### src/rtl/tmcw_pkg.sv
// Shared types and constants for the text-mode console writer.
// Used by every module of the block but tmcw_ram; depends on nothing.
`default_nettype none

package tmcw_pkg;

	localparam int COLUMNS    = 80;
	localparam int ROWS       = 25;
	localparam int TAB_SPACES = 8;

	localparam int CELL_COUNT = COLUMNS * ROWS;
	localparam int ADDR_W     = $clog2(CELL_COUNT);
	localparam int COL_W      = $clog2(COLUMNS);
	localparam int ROW_W      = (ROWS > 2) ? $clog2(ROWS) : 1;
	localparam int TAB_W      = $clog2(TAB_SPACES + 1);
	localparam int CELL_W     = 16;

	localparam logic       CMD_PUT     = 1'b0;
	localparam logic       CMD_READ    = 1'b1;
	localparam logic       KIND_CURSOR = 1'b0;
	localparam logic       KIND_CELL   = 1'b1;
	localparam logic [7:0] CH_NEWLINE  = 8'h0A;
	localparam logic [7:0] CH_TAB      = 8'h09;
	localparam logic [7:0] CH_SPACE    = 8'h20;
	localparam logic [7:0] ATTR_RESET  = 8'h07;

	typedef struct packed {
		logic        cmd;
		logic [7:0]  char_code;
		logic [10:0] cell_index;
	} req_item_t;

	typedef struct packed {
		logic        kind;
		logic [10:0] cursor_pos;
		logic [7:0]  cell_char;
		logic [7:0]  cell_attr;
		logic        last;
	} rsp_item_t;

	typedef struct packed {
		logic      load;
		rsp_item_t item;
	} emit_t;

	typedef enum logic [2:0] {
		ST_CLEAR,
		ST_IDLE,
		ST_PUT,
		ST_EMIT,
		ST_SCROLL,
		ST_RD,
		ST_RD_EMIT
	} state_t;

endpackage

`default_nettype wire

### src/rtl/tmcw_ctrl.sv
// Console sequencer: cursor, attribute register, cell writes, reads, and the
// sweep that clears the store after reset and scrolls it. Depends on tmcw_pkg.
`default_nettype none

module tmcw_ctrl (
	input  wire logic                          clk,
	input  wire logic                          arst_n,
	input  wire logic                          req_valid,
	output logic                               req_ready,
	input  wire tmcw_pkg::req_item_t           req,
	input  wire logic                          cfg_we,
	input  wire logic [7:0]                    cfg_wdata,
	output tmcw_pkg::emit_t                    emit,
	input  wire logic                          free,
	output logic                               ram_we,
	output logic [tmcw_pkg::ADDR_W-1:0]        ram_waddr,
	output logic [tmcw_pkg::CELL_W-1:0]        ram_wdata,
	output logic                               ram_re,
	output logic [tmcw_pkg::ADDR_W-1:0]        ram_raddr,
	input  wire logic [tmcw_pkg::CELL_W-1:0]   ram_rdata
);

	localparam int AW = tmcw_pkg::ADDR_W;

	tmcw_pkg::state_t    state_q, state_d;
	tmcw_pkg::req_item_t item_q;
	logic [7:0]                   attr_q;
	logic [tmcw_pkg::COL_W-1:0]   col_q;
	logic [tmcw_pkg::ROW_W-1:0]   row_q;
	logic [AW-1:0]                base_q;
	logic [tmcw_pkg::TAB_W-1:0]   tab_cnt_q;
	logic                         emit_after_q;
	logic [AW-1:0]                sweep_q;

	logic          wr_v_s1;
	logic [AW-1:0] wr_addr_s1;
	logic          wr_zero_s1;

	logic          is_newline, is_tab, col_end, row_end, sweep_end, in_range;
	logic [AW-1:0] pos;
	logic [7:0]    put_char;

	assign is_newline = item_q.char_code == tmcw_pkg::CH_NEWLINE;
	assign is_tab     = item_q.char_code == tmcw_pkg::CH_TAB;
	assign col_end    = col_q == tmcw_pkg::COL_W'(tmcw_pkg::COLUMNS - 1);
	assign row_end    = row_q == tmcw_pkg::ROW_W'(tmcw_pkg::ROWS - 1);
	assign sweep_end  = sweep_q == AW'(tmcw_pkg::CELL_COUNT - 1);
	assign in_range   = 32'(item_q.cell_index) < 32'(tmcw_pkg::CELL_COUNT);
	assign pos        = base_q + AW'(col_q);
	assign put_char   = is_tab ? tmcw_pkg::CH_SPACE : item_q.char_code;

	// next state
	always_comb begin
		state_d = state_q;
		case (state_q)
			tmcw_pkg::ST_CLEAR: begin
				if (sweep_end) state_d = tmcw_pkg::ST_IDLE;
			end
			tmcw_pkg::ST_IDLE: begin
				if (req_valid) begin
					state_d = (req.cmd == tmcw_pkg::CMD_READ) ? tmcw_pkg::ST_RD
					                                          : tmcw_pkg::ST_PUT;
				end
			end
			tmcw_pkg::ST_PUT: begin
				if (is_newline) begin
					state_d = row_end ? tmcw_pkg::ST_SCROLL : tmcw_pkg::ST_IDLE;
				end else if (col_end && row_end) begin
					state_d = tmcw_pkg::ST_SCROLL;
				end else begin
					state_d = tmcw_pkg::ST_EMIT;
				end
			end
			tmcw_pkg::ST_EMIT: begin
				if (free) begin
					state_d = (tab_cnt_q > tmcw_pkg::TAB_W'(1)) ? tmcw_pkg::ST_PUT
					                                          : tmcw_pkg::ST_IDLE;
				end
			end
			tmcw_pkg::ST_SCROLL: begin
				if (sweep_end) begin
					state_d = emit_after_q ? tmcw_pkg::ST_EMIT : tmcw_pkg::ST_IDLE;
				end
			end
			tmcw_pkg::ST_RD: begin
				state_d = tmcw_pkg::ST_RD_EMIT;
			end
			tmcw_pkg::ST_RD_EMIT: begin
				if (free) state_d = tmcw_pkg::ST_IDLE;
			end
			default: state_d = tmcw_pkg::ST_IDLE;
		endcase
	end

	// outputs
	always_comb begin
		req_ready = 1'b0;
		emit      = '0;
		ram_we    = 1'b0;
		ram_waddr = pos;
		ram_wdata = {attr_q, put_char};
		ram_re    = 1'b0;
		ram_raddr = AW'(item_q.cell_index);
		case (state_q)
			tmcw_pkg::ST_IDLE: begin
				req_ready = 1'b1;
			end
			tmcw_pkg::ST_PUT: begin
				ram_we = !is_newline;
			end
			tmcw_pkg::ST_EMIT: begin
				emit.load            = free;
				emit.item.kind       = tmcw_pkg::KIND_CURSOR;
				emit.item.cursor_pos = 11'(pos);
				emit.item.last       = tab_cnt_q == tmcw_pkg::TAB_W'(1);
			end
			tmcw_pkg::ST_SCROLL: begin
				ram_re    = sweep_q < AW'(tmcw_pkg::CELL_COUNT - tmcw_pkg::COLUMNS);
				ram_raddr = sweep_q + AW'(tmcw_pkg::COLUMNS);
			end
			tmcw_pkg::ST_RD: begin
				ram_re = 1'b1;
			end
			tmcw_pkg::ST_RD_EMIT: begin
				emit.load            = free;
				emit.item.kind       = tmcw_pkg::KIND_CELL;
				emit.item.cursor_pos = 11'(pos);
				emit.item.cell_char  = in_range ? ram_rdata[7:0] : 8'h00;
				emit.item.cell_attr  = in_range ? ram_rdata[15:8] : 8'h00;
				emit.item.last       = 1'b1;
			end
			default: begin
			end
		endcase
		// sweep write stage
		if (wr_v_s1) begin
			ram_we    = 1'b1;
			ram_waddr = wr_addr_s1;
			ram_wdata = wr_zero_s1 ? '0 : ram_rdata;
		end
	end

	always_ff @(posedge clk or negedge arst_n) begin
		if (!arst_n) begin
			state_q      <= tmcw_pkg::ST_CLEAR;
			attr_q       <= tmcw_pkg::ATTR_RESET;
			col_q        <= '0;
			row_q        <= '0;
			base_q       <= '0;
			tab_cnt_q    <= '0;
			emit_after_q <= 1'b0;
			sweep_q      <= '0;
			wr_v_s1      <= 1'b0;
		end else begin
			state_q <= state_d;
			wr_v_s1 <= state_q == tmcw_pkg::ST_CLEAR || state_q == tmcw_pkg::ST_SCROLL;
			if (cfg_we) begin
				attr_q <= cfg_wdata;
			end
			if (state_q == tmcw_pkg::ST_CLEAR || state_q == tmcw_pkg::ST_SCROLL) begin
				sweep_q <= sweep_end ? '0 : sweep_q + AW'(1);
			end
			if (state_q == tmcw_pkg::ST_IDLE && req_valid) begin
				tab_cnt_q <= (req.char_code == tmcw_pkg::CH_TAB)
				             ? tmcw_pkg::TAB_W'(tmcw_pkg::TAB_SPACES)
				             : tmcw_pkg::TAB_W'(1);
			end
			if (state_q == tmcw_pkg::ST_EMIT && free) begin
				tab_cnt_q <= tab_cnt_q - tmcw_pkg::TAB_W'(1);
			end
			if (state_q == tmcw_pkg::ST_PUT) begin
				if (is_newline || col_end) begin
					col_q <= '0;
					if (row_end) begin
						emit_after_q <= !is_newline;
					end else begin
						row_q  <= row_q + tmcw_pkg::ROW_W'(1);
						base_q <= base_q + AW'(tmcw_pkg::COLUMNS);
					end
				end else begin
					col_q <= col_q + tmcw_pkg::COL_W'(1);
				end
			end
		end
	end

	always_ff @(posedge clk) begin
		if (state_q == tmcw_pkg::ST_IDLE && req_valid) begin
			item_q <= req;
		end
		wr_addr_s1 <= sweep_q;
		wr_zero_s1 <= state_q == tmcw_pkg::ST_CLEAR ||
		              sweep_q >= AW'(tmcw_pkg::CELL_COUNT - tmcw_pkg::COLUMNS);
	end

`ifndef ASSERT_OFF
	a_no_write_clash: assert property (@(posedge clk) disable iff (!arst_n)
		!(wr_v_s1 && state_q == tmcw_pkg::ST_PUT))
		else $error("sweep write collides with a cell write");

	a_cursor_bounds: assert property (@(posedge clk) disable iff (!arst_n)
		32'(col_q) < 32'(tmcw_pkg::COLUMNS) && 32'(row_q) < 32'(tmcw_pkg::ROWS))
		else $error("cursor out of bounds");

	a_base_tracks_row: assert property (@(posedge clk) disable iff (!arst_n)
		32'(base_q) == 32'(row_q) * 32'(tmcw_pkg::COLUMNS))
		else $error("row base out of step with row");

	a_last_ends_item: assert property (@(posedge clk) disable iff (!arst_n)
		emit.load && emit.item.last |=> state_q == tmcw_pkg::ST_IDLE)
		else $error("last result did not end the item");
`endif

endmodule

`default_nettype wire

### config.mk
export PLATFORM = sky130hd
export DESIGN_NAME = tmcw_ctrl
export DESIGN_NICKNAME = d
export VERILOG_FILES = /design/src/rtl/tmcw_pkg.sv /design/src/rtl/tmcw_ctrl.sv
export SDC_FILE = /design/constraint.sdc
export NUM_CORES = 1
export LEC_CHECK = 0
export BUFFER_PORTS_ARGS = -buffer_cell sky130_fd_sc_hd__buf_2
export CORE_ASPECT_RATIO = 1.1
export CORE_MARGIN = 2
export CORE_UTILIZATION = 50
export DETAILED_ROUTE_END_ITERATION = 12
export PLACE_DENSITY = 0.77
export SLEW_MARGIN = 20
export SYNTH_ARGS = -nofsm -noshare
export SYNTH_HDL_FRONTEND = slang
export SYNTH_SLANG_ARGS = --single-unit
### constraint.sdc
create_clock -name clk -period 2.09 [get_ports clk]
set_input_delay 0 -clock clk [delete_from_list [all_inputs] [get_ports clk]]
set_output_delay 0 -clock clk [all_outputs]
set_load 0.05 [all_outputs]
==> summary.txt <==
Vias post-DR = 4032
IO Pins = 120
TritonCTS clock tree = built
Crit-path max cell delay = 0.39 ns
Area share of the largest cell type after synthesis = 25.3%
WS Path Type = register to output port
Post-DP Area = 5170 um^2
Int Power = 3.46 mW
Flop pwr share = 32.4%
CTS Buffer Depth = 2
Post-synthesis cell area = 4350 um^2
Fmax = 0.465 GHz
Final hold violation count = 0
Power Dens Cells = 1150 nW/um^2
Setup TNS = -0.183 ns
Storage element area = 1990 um^2
Worst slew margin = 61.3%
RSZ-0062 raised after global routing = yes
Post-layout power = 6.71 mW
R2r setup slk = 0.16 ns
Area occupied by multi-input gates = 2200 um^2
Status = complete, but fails checks
Antenna violations before repair = 0
Largest fanout on the critical path = 2
Port Buffer Count = 119
Cells after DPL = 683
Post-Layout Cell Count = 737
Crit. End Element = output port
Die height = 102 um
Tcrit/Tclk final = 103%
R2R depth = 6
Number of global-route vias before repair = 3946
Critical path arrival = 2.15 ns
Synth area leaders = dfrtp_1, edfxtp_1, dfxtp_1
Clock power frac = 16.1%
CP bufs+invs = 2
First-pass GRT wire length = 18500 um
RD Place Congestion = 0.856
# fillers = 632
Later-pin clock latency in the skew report = 0.35 ns
FF+latch count, synth = 78
Failing checks = setup timing
NumNets Final = 684
Fin util = 69.4%
Inserted Diodes = 0
Gr usage total = 24.9%
GR Overflow Total = 0
Starting DRT DRC Count = 199
DRC viols = 0
DRT antenna net count = 0
Crit start category = register
Core ar. = 8410 um^2
Hold path depth = 3
FF-to-FF Start = col_q[0]$_DFFE_PN0P_
Delay-heaviest family, CP = adder cells
Initial Util = 51.7%
Crit path from = col_q[4]$_DFFE_PN0P_
Synth Net Count = 515
Detail-routed via count per cell = 5.47
Final WL = 11900 um
Clock transition at path regs = 0.08 ns
Slowest CP cell = fa_2
Ys async rst share = 60.3%
P&R area growth vs syn = 34.2%
Post-synth cell types = 63
Setup Skew = 0.0104 ns
Min Tclk post-route = 2.15 ns
Synth area leader = dfrtp_1
Largest net degree at the start of global routing = 30
Hold WC Path Type = primary input to register
Root cell of the clock tree = clkbuf_8
Number of flops mapped to enable cells by yosys = 19
Switching pwr = 3.25 mW
Maximum capacitance violations = 0
Clock Sinks = 78
DR WL/cell = 16.1 um
Crit path depth = 8
Worst setup path end = ram_waddr[10]
Post-synth top cells = nand2_1, dfrtp_1, o21ai_0
Synthesized area per cell = 9.62 um^2
Final setup vio count = 4
Critical path required time = 2.09 ns
HPWL Detailed = 8400 um
Total die area = 9460 um^2
Drt pass-1 iters = 5
Die X = 92.9 um
Post-route cell area = 5840 um^2
Yosys warns = 0
Critical Path, Cell by Cell = ha_2, inv_2, fa_2, nor2b_4, o2111ai_2, xor2_2, a21oi_2, buf_6
Comb power frac = 51.6%
Setup ws final = -0.0589 ns
Share of layout cells above drive strength 1 = 32.6%
Max-slew violation count = 0
Most frequent cell after synthesis = nand2_1
Maximum vdd drop = 747 uV
Min Hold Slack = 0.0290 ns
Sw frac = 48.4%
Row cnt = 35
Cts bufs inserted = 9
Dpl ws = 0.145 ns
Worst Tran Pin Value = 0.579 ns
RR Endpoint = base_q[10]$_DFFE_PN0P_
Cells after Synth = 452
Predominant post-synthesis flop cell = dfrtp_1
Sequential fraction of the synthesis area = 45.8%
Leak = 2.75 nW
H-Tree Depth = 3
[power groups by stage]
| stage | combinational, mW | clock [mW] | sequential [mW] |
|---|---|---|---|
| 2_1_floorplan | 2.58 | 0 | 2.08 |
| 3_3_place_gp | 3.28 | 0 | 2.18 |
| 3_5_place_dp | 3.33 | 0 | 2.20 |
| 4_1_cts | 3.43 | 1.10 | 2.17 |
| 5_1_grt | 3.69 | 1.16 | 2.22 |
| 6_report | 3.46 | 1.08 | 2.17 |
[repair_timing]
action | 4_1_cts | 5_1_grt
pin swaps | 2 | 4
hold buffers | 32 | 0
setup endpoints to repair | 18 | 32
endpoints found under the hold margin | 47 | 0
gates resized for setup | 13 | 29
setup buffers | 5 | 1
[logic make-up after synthesis]
| kind of cell | Yosys count | synth area share (%) |
|---|---|---|
| compound gates | 102 | 15.9 |
| xor+xnor | 27 | 5.44 |
| fa+ha+maj | 14 | 4.20 |
| buf+inv | 50 | 4.75 |
| flops | 78 | 45.8 |
| mux | 13 | 3.34 |
| simple gates | 168 | 20.6 |
[final cells by class]
cell class	instances	area share, %
flip-flops and latches	78	34.1
repair buffers	181	20.9
multi-input cells	324	37.7
well taps	111	2.38
clock buffers	11	2.25
clock inverters	5	0.857
inverters	27	1.74
[how the worst min path moves through the flow]
stage | slack, ns | from | end
floorplan | -0.30 | arst_n | attr_q[3]$_DFFE_PN0P_
global placement | -0.06 | arst_n | col_q[6]$_DFFE_PN0P_
detailed placement | -0.05 | arst_n | col_q[6]$_DFFE_PN0P_
CTS | 0.003 | cfg_we | attr_q[2]$_DFFE_PN1P_
global route | 0.05 | cfg_we | attr_q[0]$_DFFE_PN1P_
finish | 0.03 | cfg_we | attr_q[0]$_DFFE_PN1P_
[registers in the layout, indices dropped and copies added (netlist names), 4 cells and up]
| signal | flops |
|---|---|
| col_q | 7 |
| tab_cnt_q | 4 |
| row_q | 5 |
| item_q | 19 |
| attr_q | 8 |
| wr_addr_s1 | 11 |
| base_q | 7 |
| sweep_q | 11 |
[cell usage in the layout (no fill, tap or decap), types with 9 or more instances in the layout]
master,netlist,final
dfrtp_1,44,43
dlygate4sd3_1,0,32
a21oi_1,11,9
and2_1,20,20
o22ai_1,14,14
buf_4,1,29
xor2_1,19,18
clkbuf_8,0,9
mux2_2,10,10
buf_2,5,99
dfxtp_1,12,12
and3_1,10,10
edfxtp_1,19,19
o21ai_0,39,34
clkbuf_4,0,13
ha_1,13,12
nand2_1,57,56
inv_1,26,25
nor2_1,29,28
[metal layers]
metal | part of all wire, % | up-vias | global-route usage [%]
met3 | 5.9 | 25 | 5.06
met1 | 40 | 1917 | 29.5
met2 | 53 | 165 | 45.7
li1 | - | 1925 | -
met5 | 0 | - | 0
met4 | 1.5 | 0 | 7.58
[worst register-to-register path, stage by stage (launching register included)]
cell,delay [ns]
dfrtp_1,0.43
ha_1,0.21
and3_1,0.27
nand2_2,0.15
buf_4,0.20
a2111oi_2,0.40
xor2_1,0.19
Note: power is estimated with default switching activity, not from simulation.
