**config.mk**
```make
export PLATFORM = sky130hd
export DESIGN_NAME = tmcw_outbuf
export DESIGN_NICKNAME = d
export VERILOG_FILES = /design/src/rtl/tmcw_pkg.sv /design/src/rtl/tmcw_outbuf.sv
export SDC_FILE = /design/constraint.sdc
export NUM_CORES = 1
export LEC_CHECK = 0
export BUFFER_PORTS_ARGS = -buffer_cell sky130_fd_sc_hd__buf_2
export CAP_MARGIN = 20
export CORE_MARGIN = 5
export CORE_UTILIZATION = 30
export CTS_CLUSTER_SIZE = 28
export DETAILED_ROUTE_END_ITERATION = 10
export PLACE_DENSITY = 0.67
export SLEW_MARGIN = 20
export SYNTH_ARGS = -nofsm -noshare
export SYNTH_HDL_FRONTEND = slang
export SYNTH_SLANG_ARGS = --single-unit
```
**constraint.sdc**
```tcl
create_clock -name clk -period 0.8 [get_ports clk]
set_input_delay 0.24 -clock clk [delete_from_list [all_inputs] [get_ports clk]]
set_output_delay 0.24 -clock clk [all_outputs]
set_load 0.02 [all_outputs]
```
**src/rtl/tmcw_pkg.sv**
```systemverilog
// Shared types and constants for the text-mode console writer.
// Used by every module of the block but tmcw_ram; depends on nothing.
`default_nettype none

package tmcw_pkg;

	localparam int COLUMNS    = 80;
	localparam int ROWS       = 25;
	localparam int TAB_SPACES = 8;

	localparam int CELL_COUNT = COLUMNS * ROWS;
	localparam int ADDR_W     = $clog2(CELL_COUNT);
	localparam int COL_W      = $clog2(COLUMNS);
	localparam int ROW_W      = (ROWS > 2) ? $clog2(ROWS) : 1;
	localparam int TAB_W      = $clog2(TAB_SPACES + 1);
	localparam int CELL_W     = 16;

	localparam logic       CMD_PUT     = 1'b0;
	localparam logic       CMD_READ    = 1'b1;
	localparam logic       KIND_CURSOR = 1'b0;
	localparam logic       KIND_CELL   = 1'b1;
	localparam logic [7:0] CH_NEWLINE  = 8'h0A;
	localparam logic [7:0] CH_TAB      = 8'h09;
	localparam logic [7:0] CH_SPACE    = 8'h20;
	localparam logic [7:0] ATTR_RESET  = 8'h07;

	typedef struct packed {
		logic        cmd;
		logic [7:0]  char_code;
		logic [10:0] cell_index;
	} req_item_t;

	typedef struct packed {
		logic        kind;
		logic [10:0] cursor_pos;
		logic [7:0]  cell_char;
		logic [7:0]  cell_attr;
		logic        last;
	} rsp_item_t;

	typedef struct packed {
		logic      load;
		rsp_item_t item;
	} emit_t;

	typedef enum logic [2:0] {
		ST_CLEAR,
		ST_IDLE,
		ST_PUT,
		ST_EMIT,
		ST_SCROLL,
		ST_RD,
		ST_RD_EMIT
	} state_t;

endpackage

`default_nettype wire

```
**src/rtl/tmcw_outbuf.sv**
```systemverilog
// Result output register: holds one result item until the consumer takes it.
// Depends on tmcw_pkg.
`default_nettype none

module tmcw_outbuf (
	input  wire logic              clk,
	input  wire logic              arst_n,
	input  wire tmcw_pkg::emit_t   emit,
	output logic                   free,
	output logic                   rsp_valid,
	input  wire logic              rsp_ready,
	output tmcw_pkg::rsp_item_t    rsp
);

	logic                valid_q;
	tmcw_pkg::rsp_item_t item_q;

	assign free      = !valid_q || rsp_ready;
	assign rsp_valid = valid_q;
	assign rsp       = item_q;

	always_ff @(posedge clk or negedge arst_n) begin
		if (!arst_n) begin
			valid_q <= 1'b0;
		end else if (emit.load) begin
			valid_q <= 1'b1;
		end else if (rsp_ready) begin
			valid_q <= 1'b0;
		end
	end

	always_ff @(posedge clk) begin
		if (emit.load) begin
			item_q <= emit.item;
		end
	end

endmodule

`default_nettype wire

```
==> key figures, run 1 <==
CTS
  • Worst skew pair latency: 0.32 ns
  • TritonCTS clock tree: built
  • H-tree depth: 2
  • Reg clk slew, reported paths: 0.09 ns
  • CTS Sinks: 30
  • Num CTS Buffers: 5
  • CTS Root Cell: clkbuf_4
  • Clk buf depth: 2

Final layout
  • Share of cells above drive strength 1: 71.3%
  • # diodes: 0
  • Commonest non-fill, non-tap cell in the layout: buf_2
  • Final #Nets: 140
  • P&R area growth vs syn: 65.5%
  • Most frequent cells in the layout: buf_2 (42), edfxtp_1 (29), buf_6 (21)

Timing
  • Period minus WS final: 1.18 ns
  • Period utilization: 147%
  • Fin worst setup slack: -0.380 ns
  • Worst-Margin Slew: 0.111 ns
  • Worst rel slew slack: 92.6%
  • RSZ-0062 raised after global routing: yes
  • Slew Viols, Final: 0
  • Final hold slack: 0.0867 ns
  • Setup-failing EPs final: 31
  • Clock skew: 0 ns
  • Fmax: 848 MHz
  • Final hold vios: 0

Drt
  • Drt pass-1 iters: 1
  • Routed vias/inst: 4.19
  • DRC violations left: 0
  • Routed len/inst: 13.8 um
  • Via count: 591
  • Post-route ant nets: 0
  • First DRT Iteration DRCs: 0
  • Total wire length: 1.95 mm

Floorplan
  • Die Y-Extent: 65.3 um
  • DIE WIDTH: 65.3 um
  • FP Rows: 20
  • Die area: 4270 sq um
  • I/O pin cnt: 64
  • Core area: 3000 sq um
  • Initial Utilization: 30.6%

Pwr
  • Leakage: 0.660 nW
  • PD cells: 2190 nW/um^2
  • Peak supply drop: 1.41 mV

Global routing
  • Total gr overflow: 0
  • GRT Total Usage: 9.84%
  • Vias in the first global route: 689
  • Largest net degree at the start of global routing: 21
  • Initial antenna violation count: 0
  • First-pass GRT wire length: 2.96 mm

Logic synthesis
  • Synth Cell Area: 918 sq um
  • Net Count, Synth: 65
  • Distinct cells, synth: 4
  • Yosys reg bits: 30
  • Synth Instances: 32
  • YS warnings: 0
  • Average cell area after synthesis: 28.7 sq um
  • Sequential fraction of the synthesis area: 97.5%

Placement
  • Port Buf Inserts: 63
  • Place WS: -0.0774 ns
  • DPL Wire Length: 1.49 mm
  • GP Congestion: 0.637

Outcome
  • Status: finished with violations
  • Failing checks: negative setup slack

Critical path
  • Worst path required time: 0.56 ns
  • Worst EP arrival: 0.94 ns
  • CP Max Fanout: 2
  • Worst setup EP type: output port
  • WS Path Type: reg2out
  • CP Launch Type: flop

Flow run
  • Max-capacitance violation count: 0

Min path
  • Hold crit path type: in2reg
## where the power goes
part / total [mW] / leakage (nW) / switching [mW] / internal [mW]
sequential: 1.91 / 0.294 / 0.0480 / 1.86
combinational: 0.518 / 0.331 / 0.259 / 0.259
clock: 0.905 / 0.0353 / 0.480 / 0.425
total: 3.33 / 0.660 / 0.787 / 2.54
## critical path: stages (launching register included)
cell and delay, ns:
dfrtp_2 0.43, nand2b_4 0.08, buf_6 0.11
## path summary, 6_finish.rpt
check	start	endpoint	slack [ns]	cells past startpoint
max in group asynchronous	arst_n	rsp_valid	0.48	2
max reg2reg	rsp_valid	rsp_valid	0.05	3
max	rsp_valid	free	-0.38	2
min reg2reg	rsp_valid	rsp_valid	0.65	3
min in group asynchronous	arst_n	rsp_valid	0.23	2
min	emit[5]	rsp[5]	0.09	1
## flip-flops by register name, summed over array words and instances (netlist names)
name,cells
rsp,29
rsp_valid,1
## per-layer routing
layer	part of all wire, %	global-route usage (%)
met2	51	16.2
met4	1.7	4.66
met5	0	0
met1	28	8.57
met3	18	7.86
## cell usage after synthesis
library cell | n | share of area, %
dfrtp_1 | 1 | 2.7
edfxtp_1 | 29 | 95
nand2b_2 | 1 | 0.95
nand2b_4 | 1 | 1.5
## what timing repair did
item | CTS | global route
hold buffers | 1 | 0
endpoints found under the hold margin | 1 | 0
buffers inserted | 1 | 0
endpoints found under the setup margin | 31 | 31
gates resized for setup | 16 | 26
## cell families after synthesis
kind of cell / Yosys count / share of synthesized area [%]
and+or+nand+nor: 2 / 2.45
DFF: 30 / 97.5
## through the flow
stage / utilization (%) / instance area [sq um] / instances / power (mW) / setup TNS, ns
3_5_place_dp: 43.7 / 1310 / 131 / 2.34 / -0.957
2_1_floorplan: - / 920 / 32 / 2.11 / -0.00424
4_1_cts: 47.9 / 1440 / 141 / 3.30 / -9.78
5_1_grt: 50.6 / 1520 / 141 / 3.52 / -11.01
6_report: 50.6 / 1520 / 141 / 3.33 / -9.20
3_3_place_gp: 43.7 / 1310 / 131 / 2.33 / -0.801
## cell type report
type	count	area, sq um
clock buffer	7	55.1
clock inverter	1	5.00
fill	268	1480
multi-input combinational	2	22.5
sequential	30	897
tap	33	41.3
timing repair buffer	68	499
No activity file was read; power rests on OpenSTA's default activity.
==> run 2, diff against run 1 <==
Settings changed: REMOVE_ABC_BUFFERS set to 1, SKIP_CTS_REPAIR_TIMING set to 1.
==> key figures, run 2 (synthesis gave the netlist of run 1 again) <==
Global routing
  • Initial antenna violation count: 0 (unchanged)
  • First-pass GRT wire length: 2.77 mm (-6.6%)
  • Largest net degree at the start of global routing: 16 (-24%)
  • Vias in the first global route: 656 (-4.8%)
  • Total gr overflow: 0 (unchanged)
  • GRT Total Usage: 9.33% (-0.51 points)

Final layout
  • Combined area of the multi-input logic cells: 22.5 sq um (unchanged)
  • P&R area growth vs syn: 66.3%
  • Number of flip-flops under the largest register name: 29 (unchanged)
  • # diodes: 0 (unchanged)
  • Commonest non-fill, non-tap cell in the layout: buf_2
  • Layout fillers: 256 (-4.5%)
  • Share of cells above drive strength 1: 71.0% (-0.27 points)
  • Most frequent cells in the layout: buf_2 (45), edfxtp_1 (29), buf_6 (18)
  • Final #Nets: 139 (-0.71%)
  • Seq. cell area: 896 sq um (-0.14%)
  • Fin cells: 140 (-0.71%)

Floorplan
  • I/O pin cnt: 64 (unchanged)
  • Die area: 4270 sq um (unchanged)
  • DIE WIDTH: 65.3 um (unchanged)
  • Die Y-Extent: 65.3 um (unchanged)
  • Core area: 3000 sq um (unchanged)
  • Initial Utilization: 30.6% (unchanged)
  • FP Rows: 20 (unchanged)

Pwr
  • Leakage: 0.657 nW (-0.52%)
  • Peak supply drop: 1.53 mV (+8.7%)
  • Total power draw: 3.60 mW (+8.0%)
  • PD cells: 2350 nW/um^2 (+7.4%)

Timing
  • Clock skew: 0 ns (unchanged)
  • Final hold vios: 0 (unchanged)
  • Slew Viols, Final: 0 (unchanged)
  • Fin worst setup slack: -0.394 ns (-0.0142 ns)
  • Period utilization: 149% (+1.8 points)
  • Period minus WS final: 1.19 ns (+0.0142 ns)
  • RSZ-0062 raised after global routing: yes
  • Setup_tns: -9.43 ns (-0.228 ns)
  • Setup-failing EPs final: 31 (unchanged)
  • Worst-Margin Slew: 0.127 ns (+0.0158 ns)
  • Final hold slack: 0.0741 ns (-0.0126 ns)
  • Worst rel slew slack: 91.6% (-1.1 points)
  • Fmax: 837 MHz (-1.2%)

Placement
  • DPL Wire Length: 1.44 mm (-3.5%)
  • Place WS: -0.0684 ns (+0.00898 ns)
  • GP Congestion: 0.637 (about the same)
  • Dpl cells: 131 (unchanged)
  • Port Buf Inserts: 63 (unchanged)

CTS
  • Num CTS Buffers: 5 (unchanged)
  • CTS Root Cell: clkbuf_4
  • Clk buf depth: 2 (unchanged)
  • H-tree depth: 2 (unchanged)
  • CTS Sinks: 30 (unchanged)
  • TritonCTS clock tree: built
  • Worst skew pair latency: 0.33 ns (about the same)
  • Reg clk slew, reported paths: 0.11 ns (+0.02 ns)

Drt
  • Post-route ant nets: 0 (unchanged)
  • Routed len/inst: 13.3 um (-3.6%)
  • First DRT Iteration DRCs: 4 (+4)
  • DRC violations left: 0 (unchanged)
  • Total wire length: 1.86 mm (-4.3%)
  • Drt pass-1 iters: 4 (+3)
  • Via count: 581 (-1.7%)
  • Routed vias/inst: 4.15 (-0.99%)

Critical path
  • Internal reg-to-reg setup slack: 0.14 ns (+0.09 ns)
  • Reg-to-Reg Start: rsp_valid
  • Worst EP arrival: 0.95 ns (about the same)
  • Worst setup EP type: output port
  • WS Path Type: reg2out
  • CP Launch Type: flop
  • CP Max Fanout: 2 (unchanged)
  • Worst r2r dst: rsp_valid
  • R2r worst-path depth: 2 (-1)
  • Worst path required time: 0.56 ns (about the same)

Min path
  • Hold path endpoint: rsp[24]
  • Hold crit path type: in2reg
  • Hold path depth: 1 (unchanged)
  • Min-delay src: emit[24]

Outcome
  • Status: finished with violations
  • Failing checks: negative setup slack

Flow run
  • Max-capacitance violation count: 0 (unchanged)
==> run 2: critical path, cell delays in order, from the launching register on <==
cell and delay [ns]:
dfrtp_1 0.42, nand2b_4 0.09, buf_6 0.11
==> run 2: how the worst max path moves through the flow <==
stage / start / endpoint / slack (ns) / cells past startpoint
6_report: rsp_valid / free / -0.39 / 2
2_1_floorplan: rsp_valid / free / -0.04 / 1
4_1_cts: rsp_valid / free / -0.47 / 2
5_1_grt: rsp_valid / free / -0.46 / 2
3_5_place_dp: rsp_valid / free / -0.07 / 2
3_3_place_gp: rsp_ready / free / -0.06 / 3
==> run 2: through the flow <==
stage                     area (sq um)  util [%]
after floorplan                    918         -
after global placement            1320      44.0
after detailed placement          1320      44.0
after CTS                         1410      46.8
after global routing              1530      50.9
final                             1530      50.9
==> run 2: report_power, final <==
part	leakage, nW	total [mW]	internal, mW	switching [mW]
clock network	0.0374	1.19	0.656	0.531
registers	0.295	1.90	1.86	0.0438
logic	0.325	0.507	0.248	0.259
total	0.657	3.60	2.76	0.834
==> run 2: metal layers <==
metal  routed length [um]  vias up  global-route usage, %  share of wire (%)
li1                     -      274                      -                  -
met1                  626      258                   8.45                 34
met2                  822       49                   13.0                 44
met3                  414        0                   7.86                 22
met4                    0        0                   7.77                  0
met5                    0        -                      0                  0
==> run 2: area by class of cell <==
cell class	count	area share, %
Clock buffer	5	2.46
Tap cell	33	2.70
Sequential cell	30	58.6
Timing Repair Buffer	67	31.8
Clock inverter	3	2.95
Multi-Input combinational cell	2	1.47
==> run 3, diff against run 2 <==
Settings changed: CELL_PAD_IN_SITES_DETAIL_PLACEMENT set to 0, CELL_PAD_IN_SITES_GLOBAL_PLACEMENT set to 1, CORE_UTILIZATION 30 to 28, PLACE_DENSITY 0.67 to 0.79.
Clock period 0.8 ns to 1 ns, I/O delays scaled along.
==> key figures, run 3 (synthesis gave the netlist of run 1 again) <==
Pwr
  • Leakage: 0.644 nW (-1.9%)
  • Peak supply drop: 0.653 mV (-57%)
  • PD cells: 1700 nW/um^2 (-28%)

Placement
  • Port Buf Inserts: 63 (unchanged)
  • DPL Wire Length: 1.48 mm (+2.9%)
  • Place WS: 0.0190 ns (+0.0874 ns)
  • GP Congestion: 0.647 (+1.6%)

Timing
  • Fmax: 823 MHz
  • Setup-failing EPs final: 31 (unchanged)
  • Worst-Margin Slew: 0.116 ns (-0.0104 ns)
  • Slew Viols, Final: 0 (unchanged)
  • Final hold vios: 0 (unchanged)
  • Worst rel slew slack: 92.2% (+0.69 points)
  • Period minus WS final: 1.22 ns
  • Period utilization: 122%
  • RSZ-0062 raised after global routing: yes
  • Clock skew: 0 ns (unchanged)
  • Fin worst setup slack: -0.215 ns (+0.179 ns)

CTS
  • CTS Root Cell: clkbuf_4
  • Num CTS Buffers: 5 (unchanged)
  • CTS Sinks: 30 (unchanged)
  • TritonCTS clock tree: built
  • Clk buf depth: 2 (unchanged)
  • H-tree depth: 2 (unchanged)
  • Reg clk slew, reported paths: 0.08 ns (-0.03 ns)
  • Worst skew pair latency: 0.31 ns (-0.02 ns)

Final layout
  • Layout Utilization: 48.4% (-2.5 points)
  • Most frequent cells in the layout: buf_2 (45), edfxtp_1 (29), buf_6 (18)
  • P&R area growth vs syn: 63.5%
  • Final #Nets: 138 (-0.72%)
  • # diodes: 0 (unchanged)
  • Commonest non-fill, non-tap cell in the layout: buf_2
  • Layout fillers: 297 (+16%)
  • Number of flip-flops under the largest register name: 29 (unchanged)
  • Share of cells above drive strength 1: 68.9% (-2.2 points)

Critical path
  • Crit-path cells: nand2b_4, buf_6
  • CP max stage delay: 0.41 ns (about the same)
  • Worst setup EP type: output port
  • Critical path buffers and inverters: 1 (unchanged)
  • WS Path Type: reg2out
  • CP Launch Type: flop
  • Critical path's slowest cell: dfrtp_1
  • Crit path max-delay family: flip-flops
  • CP Max Fanout: 2 (unchanged)
  • Worst path required time: 0.70 ns (+0.14 ns)
  • Worst EP arrival: 0.92 ns (-0.03 ns)
  • Internal reg-to-reg setup slack: 0.35 ns (+0.21 ns)

Global routing
  • Initial antenna violation count: 0 (unchanged)
  • GRT Total Usage: 8.66% (-0.67 points)
  • First-pass GRT wire length: 2.69 mm (-2.7%)
  • Vias in the first global route: 557 (-15%)
  • Total gr overflow: 0 (unchanged)
  • Largest net degree at the start of global routing: 16 (unchanged)

Floorplan
  • I/O pin cnt: 64 (unchanged)
  • DIE WIDTH: 67.3 um (+3.0%)
  • FP Rows: 20 (unchanged)
  • Core area: 3100 sq um (+3.3%)
  • Die Y-Extent: 67.3 um (+3.0%)
  • Die area: 4530 sq um (+6.0%)
  • Initial Utilization: 29.6% (-0.99 points)

Drt
  • Via count: 574 (-1.2%)
  • DRC violations left: 0 (unchanged)
  • Routed len/inst: 12.6 um (-5.5%)
  • First DRT Iteration DRCs: 9 (+5)
  • Post-route ant nets: 0 (unchanged)
  • Routed vias/inst: 3.83 (-7.8%)
  • Drt pass-1 iters: 2 (-2)
  • Total wire length: 1.89 mm (+1.3%)

Min path
  • Hold crit path type: in2reg

Outcome
  • Failing checks: negative setup slack
  • Status: finished with violations

Flow run
  • Max-capacitance violation count: 0 (unchanged)
[run 3: cell count changes in the layout (fill, tap and decap cells not counted)]
cell | before | now
clkinvlp_4 | 2 | 0
buf_4 | 1 | 0
bufinv_16 | 1 | 0
clkbuf_1 | 0 | 1
clkinv_1 | 0 | 1
clkinv_2 | 0 | 1
[run 3: worst register-to-register path, stage by stage, from the launching register on]
cell	delay [ns]
dfrtp_1	0.41
nand2b_4	0.08
nand2b_2	0.05
[run 3: path summary, 6_finish.rpt]
| check | start | to | depth (start not counted) |
|---|---|---|---|
| worst max-delay path | rsp_valid | free | 2 |
| worst min-delay path | emit[5] | rsp[5] | 1 |
| worst max register to register | rsp_valid | rsp_valid | 2 |
| worst min register to register | rsp_valid | rsp_valid | 2 |
| max in group asynchronous | arst_n | rsp_valid | 2 |
| min in group asynchronous | arst_n | rsp_valid | 2 |
[run 3: layer usage]
layer | wire length (um) | global-route usage, % | vias up
li1 | - | - | 271
met3 | 216 | 5.16 | 6
met4 | 23 | 5.32 | 0
met5 | 0 | 0 | -
met1 | 665 | 9.18 | 258
met2 | 980 | 13.1 | 39
[run 3: through the flow]
step | hold WS [ns] | power, mW | instance area [sq um] | TNS [ns] | cells
after global routing | 0.116 | 2.69 | 1500 | -6.37 | 150
final | 0.157 | 2.55 | 1500 | -4.53 | 150
after detailed placement | 0.0780 | 1.88 | 1330 | 0 | 141
after floorplan | 0.00441 | 1.68 | 918 | 0 | 32
after CTS | -0.279 | 2.53 | 1380 | -5.51 | 149
after global placement | 0.0742 | 1.87 | 1330 | 0 | 141
[run 3: area by class of cell]
class,instances,area (sq um),area share (%)
multi-input cells,2,22.5,1.50
well taps,44,55.1,3.67
flip-flops and latches,30,896,59.7
repair buffers,66,478,31.8
clock inverters,2,8.76,0.583
clock buffers,6,41.3,2.75
[run 3: power breakdown]
group          internal (mW)  switching [mW]
combinational          0.196           0.205
sequential              1.49          0.0365
clock                  0.263           0.365
